[config.mk]
export PLATFORM = sky130hd
export DESIGN_NAME = sgpa_regs
export DESIGN_NICKNAME = d
export VERILOG_FILES = /design/src/hdl/softened_gravity_pair_accel_assert.svh /design/src/hdl/sgpa_pkg.sv /design/src/hdl/sgpa_regs.sv
export SDC_FILE = /design/constraint.sdc
export NUM_CORES = 1
export LEC_CHECK = 0
export BUFFER_PORTS_ARGS = -buffer_cell sky130_fd_sc_hd__buf_2
export CORE_ASPECT_RATIO = 1.4
export CORE_MARGIN = 5
export CORE_UTILIZATION = 46
export CTS_CLUSTER_SIZE = 10
export DETAILED_ROUTE_END_ITERATION = 8
export GPL_ROUTABILITY_DRIVEN = 0
export PLACE_DENSITY = 0.79
export SKIP_LAST_GASP = 1
export SYNTH_ARGS = -nofsm -noshare
export SYNTH_HDL_FRONTEND = slang
export SYNTH_SLANG_ARGS = --single-unit
[constraint.sdc]
create_clock -name aclk -period 1.4 [get_ports aclk]
set_input_delay 0.35 -clock aclk [delete_from_list [all_inputs] [get_ports aclk]]
set_output_delay 0.35 -clock aclk [all_outputs]
set_load 0.02 [all_outputs]
[src/hdl/softened_gravity_pair_accel_assert.svh]
// ---------------------------------------------------------------------------
// Assertion macros for the softened gravity pair accelerator
// Clocked on aclk, disabled while aresetn is low.
// ---------------------------------------------------------------------------
`ifndef SOFTENED_GRAVITY_PAIR_ACCEL_ASSERT_SVH
`define SOFTENED_GRAVITY_PAIR_ACCEL_ASSERT_SVH

// same-cycle implication
`define SGPA_ASSERT_IMP(lbl, ante, cons, msg) \
    lbl: assert property (@(posedge aclk) disable iff (!aresetn) (ante) |-> (cons)) \
        else $error(msg);

// next-cycle implication
`define SGPA_ASSERT_NXT(lbl, ante, cons, msg) \
    lbl: assert property (@(posedge aclk) disable iff (!aresetn) (ante) |=> (cons)) \
        else $error(msg);

`endif

[src/hdl/sgpa_pkg.sv]
// ---------------------------------------------------------------------------
// sgpa_pkg
// Widths, codes and shared types of the softened gravity pair accelerator.
// ---------------------------------------------------------------------------
`default_nettype none

package sgpa_pkg;

    localparam int COORD_BITS_DEF = 32;
    localparam int DATA_W         = 32;
    localparam int MAG_W          = 32;   // |b - a| of two 32-bit codes
    localparam int SQ_W           = 64;
    localparam int GM_W           = 64;   // G * mass
    localparam int R2_W           = 66;
    localparam int FRAC_PAD       = 32;
    localparam int RAD_W          = R2_W + FRAC_PAD;
    localparam int ROOT_W         = RAD_W / 2;
    localparam int P_W            = R2_W + ROOT_W;
    localparam int NUM_SHIFT      = 24;
    localparam int NUM_W          = GM_W + MAG_W + NUM_SHIFT;
    localparam int QUOT_W         = 32;
    localparam int DIV_LANES      = 6;
    localparam int APB_ADDR_W     = 3;
    localparam int APB_DATA_W     = 32;

    localparam logic [1:0] ST_OK   = 2'd0;
    localparam logic [1:0] ST_SAT  = 2'd1;
    localparam logic [1:0] ST_ZERO = 2'd2;

    localparam logic [0:0] REG_GRAVITY = 1'b0;
    localparam logic [0:0] REG_SOFTEN  = 1'b1;

    localparam logic [DATA_W-1:0] GRAVITY_RESET = 32'd16777216;
    localparam logic [DATA_W-1:0] SOFTEN_RESET  = 32'd655;

    localparam logic [QUOT_W-1:0] LIMIT_POS = 32'h7FFF_FFFF;
    localparam logic [QUOT_W-1:0] LIMIT_NEG = 32'h8000_0000;

    typedef struct packed {
        logic [DATA_W-1:0] gravity_const;
        logic [DATA_W-1:0] softening;
    } cfg_t;

    typedef struct packed {
        logic [GM_W-1:0]            ga;
        logic [GM_W-1:0]            gb;
        logic [2:0][MAG_W-1:0]      mag;
        logic [2:0]                 neg;
        logic                       zero;
        logic [R2_W-1:0]            r2;
    } sq_side_t;

    typedef struct packed {
        logic [2:0] neg_a;
        logic [2:0] neg_b;
        logic       zero;
    } dv_side_t;

    localparam int SQ_SIDE_W = $bits(sq_side_t);
    localparam int DV_SIDE_W = $bits(dv_side_t);

endpackage

`default_nettype wire

[src/hdl/sgpa_regs.sv]
// ---------------------------------------------------------------------------
// sgpa_regs
// APB register file: gravitational constant and softening length.
// ---------------------------------------------------------------------------
`default_nettype none

module sgpa_regs (
    input  wire logic                            aclk,
    input  wire logic                            aresetn,
    input  wire logic                            psel,
    input  wire logic                            penable,
    input  wire logic                            pwrite,
    input  wire logic [sgpa_pkg::APB_ADDR_W-1:0] paddr,
    input  wire logic [sgpa_pkg::APB_DATA_W-1:0] pwdata,
    output logic      [sgpa_pkg::APB_DATA_W-1:0] prdata,
    output logic                                 pready,
    output sgpa_pkg::cfg_t                       cfg
);
    import sgpa_pkg::*;

    logic [DATA_W-1:0] gravity_reg;
    logic [DATA_W-1:0] soften_reg;
    logic              wr_en;
    logic [0:0]        reg_idx;

    assign pready  = 1'b1;
    assign wr_en   = psel && penable && pwrite && pready;
    assign reg_idx = paddr[APB_ADDR_W-1:2];

    always_ff @(posedge aclk) begin
        if (!aresetn) begin
            gravity_reg <= GRAVITY_RESET;
            soften_reg  <= SOFTEN_RESET;
        end else if (wr_en) begin
            unique case (reg_idx)
                REG_GRAVITY: gravity_reg <= pwdata;
                REG_SOFTEN:  soften_reg  <= pwdata;
                default: ;
            endcase
        end
    end

    always_comb begin
        unique case (reg_idx)
            REG_GRAVITY: prdata = gravity_reg;
            REG_SOFTEN:  prdata = soften_reg;
            default:     prdata = '0;
        endcase
    end

    assign cfg.gravity_const = gravity_reg;
    assign cfg.softening     = soften_reg;

endmodule

`default_nettype wire

# == Yosys cells after proc, flatten, opt, wreduce, memory -nomap -nowiden ==
# Index checks and enable logic that the tools add are counted.
# word_totals
word_cells,8
register_bits,64
out_inout_bits,97
in_bits,40
# op_classes
bitwise,1
reduce_logical,4
n_mux,1
# op_table
op,count
$pmux W32 S2,1
$reduce_and A2 Y1,2
$logic_and A1 B1 Y1,2
$not A1 Y1,1

# == Logic depth before layout (Yosys ltp) ==
# logic_depth
depth_word,3
ltp_mapped,5
mapped_depth_nobuf,2

# == Least setup slack after synthesis ==
# OpenSTA, ideal clock, no wires.
# synth_timing
kind,input to output
start,in paddr[2] (netlist name)
end,out prdata[0] (netlist name)
cell_stages,3
setup_slack_ns,0.003
arrival_ns,1.047
required_ns,1.050
path_buffers,2
cell_sequence,buf_6 buf_2 mux2_2
# synth_between
elab_chain_cells,2
# synth_rtl
item,line_no,rtl
start: declaration,sgpa_regs.sv:13,"input wire logic [sgpa_pkg::APB_ADDR_W-1:0] paddr,"
$not A1 Y1,-,
$pmux W32 S2 (*),sgpa_regs.sv:44,unique case (reg_idx)
end: declaration,sgpa_regs.sv:15,"output logic [sgpa_pkg::APB_DATA_W-1:0] prdata,"
# Every way passes the cells marked *; elsewhere a longest branch is shown, timed or not.

# == Worst setup path after layout ==
# layout_timing
start,in paddr[2] (netlist name)
end,out prdata[5] (netlist name)
# Same word-level chain as after synthesis.

==> results.cfg <==
[drt]
vias = 2622
wl_met2_um = 4500
top_layer_used = met4
wl_um = 8220
viasPerCell = 4.99
postRouteAntennaNets = 0
drc = 0
dr.pass1.iters = 4
wl_met3_um = 405
drtIter0Drc = 132
post_drt_wl_per_cell_um = 15.7
met1_length_um = 3080

[setup_path]
r2r_setup_slack_ns = 0.68
crit_chain = buf_12 -> buf_16 -> mux2_2 -> buf_6
crit_required_ns = 1.05
cp_max_fo = 6
crit_type = primary input to output pin
slowest_delay_ns = 0.34
crit_path_top_delay_cell = mux2_2
critPathArrivalTime_ns = 1.08
cp-start-kind = primary input
end_kind = output pin

[timing]
hold_viol_final = 0
rsz0062_at_grt = true
fmax_mhz = 698
fin_skew_ns = 0
setup_ws_ns = -0.0321
setup_viol = 32
finalCriticalPeriod_ns = 1.43
slew_viol_final = 0
min_period_over_period_pct = 102

[placement]
hpwl_um = 5140
dp.cells = 482
dpl-instance-area_um2 = 3660
portBuffers = 133
pre_cts_slack_ns = -0.158

[layout]
nNetsFinal = 488
area_delta_synth_final_pct = 54.7
final_area_um2 = 4490
drive_above_1_share_pct = 59.2
n_fill_cell = 433
num_antenna_cells = 0
finalNonFillerCells = 525

[logic_synthesis]
yosysUniqueCellTypes = 14
yosys.area.top_type = dfxtp_1
yosysWarnings = 0
avgSynthCellArea_um2 = 9.98
ys_seq_area_share_pct = 44.1
synthCells = 291
syn-cell-area_um2 = 2900
synth_fp_nets = 331
yosysTopAreaCellShare_pct = 44.1
ys_ff_latch = 64
yosys-top-cells-area = dfxtp_1 44%, mux2i_1 22%, mux2_2 12%

[clocking]
hold_buffers = 0
numCtsBuffers = 9
cts_tree = built
htreeDepth = 3
clkTransAtPathRegs_ns = 0.08
cts_max_path_buffers = 2
clock-sinks = 64
clock-root-buffer = clkbuf_8
insertion_delay_ns = 0.32

[floorplan]
die_x_um = 77.1
io_pins = 137
fp.dieH_um = 104
std_cell_rows = 34
core-area_um2 = 6170
start_util_pct = 47.1
die_area_um2 = 8020

[global_routing]
grt_max_degree = 55
overflow = 0
antenna_found_initial = 0
grt_pass1_wl_um = 13100
first_global_vias = 2759
grt_usage_pct = 19.9

[power_and_ir_drop]
peakVddDrop_mv = 0.798
leakage_nw = 2.24
power_per_cell_area_nw_per_um2 = 912

[worst_hold_path]
min_path_type = primary input to register

[status]
status = finished, violations left
violations = setup timing

[run]
drv_cap = 0
## synth_stat cells
library cell	n
and4_1	1
and4b_1	1
buf_2	7
buf_4	2
buf_6	4
buf_8	3
clkbuf_1	8
conb_1	1
dfxtp_1	64
mux2_2	32
mux2i_1	64
nand2_1	89
nand4_1	1
nor2b_1	14
## kinds of logic (layout without fill, tap and decap cells)
group	Yosys count	in the layout	synth area share (%)
DFF	64	64	44.1
muxes	96	96	34.5
other	1	1	0.129
buffers and inverters	24	186	5.86
and+or+nand+nor	106	106	15.4
## through the flow
step	total power [mW]	setup TNS (ns)	util, %	hold WS, ns
2_1_floorplan	2.24	0	-	0.492
3_3_place_gp	2.41	-5.67	59.4	0.452
3_5_place_dp	2.42	-6.57	59.4	0.463
4_1_cts	4.11	-0.431	71.8	0.250
5_1_grt	4.27	-1.04	72.8	0.274
6_report	4.10	-0.430	72.8	0.261
## worst paths after layout
| path | depth (start not counted) | from | to |
|---|---|---|---|
| hold reg to reg | 2 | soften_reg[25] | soften_reg[25] |
| hold / removal | 3 | pwdata[9] | gravity_reg[9] |
| setup reg to reg | 3 | gravity_reg[24] | gravity_reg[24] |
| setup / recovery | 4 | paddr[2] | prdata[5] |
## worst max-delay path, delay by kind of cell
kind / cells / cell delay [ns]
multiplexers: 1 / 0.34
buffers and inverters: 3 / 0.39
## layer usage
metal  vias to the layer above  GRT usage, %
li1                       1279             -
met1                      1237          20.7
met2                        88          37.2
met3                        18          3.38
met4                         0          9.58
met5                         -             0
## repair_timing
action	CTS	global route
setup endpoints to repair	32	32
gates cloned	2	0
gates resized for setup	127	22
hold endpoints to repair	0	0
buffers inserted	23	2
## final cells by class
class / count / area [um2] / share of cell area, %
Sequential cell: 64 / 1350 / 30.0
Clock inverter: 3 / 40.0 / 0.892
Clock buffer: 13 / 159 / 3.54
Multi-Input combinational cell: 203 / 1560 / 34.7
Tap cell: 72 / 90.1 / 2.01
Timing Repair Buffer: 170 / 1300 / 28.9
## report_power, final
part / total (mW) / internal (mW) / switching, mW
logic: 0.615 / 0.307 / 0.308
clock network: 1.59 / 0.916 / 0.671
registers: 1.90 / 1.87 / 0.0289
total: 4.10 / 3.09 / 1.01
## layout by cell type (no fill, tap or decap), types with 2 or more instances in the layout
cell type | netlist | final
dfxtp_2 | 0 | 51
mux2_2 | 32 | 4
clkbuf_8 | 0 | 11
clkinv_2 | 0 | 2
buf_6 | 4 | 32
clkbuf_1 | 8 | 2
mux2_4 | 0 | 28
buf_16 | 0 | 2
buf_4 | 2 | 27
buf_2 | 7 | 100
nor2b_1 | 14 | 14
nand2_1 | 89 | 89
buf_12 | 0 | 9
mux2i_1 | 64 | 64
dfxtp_1 | 64 | 13
(Power assumes the default switching activity.)
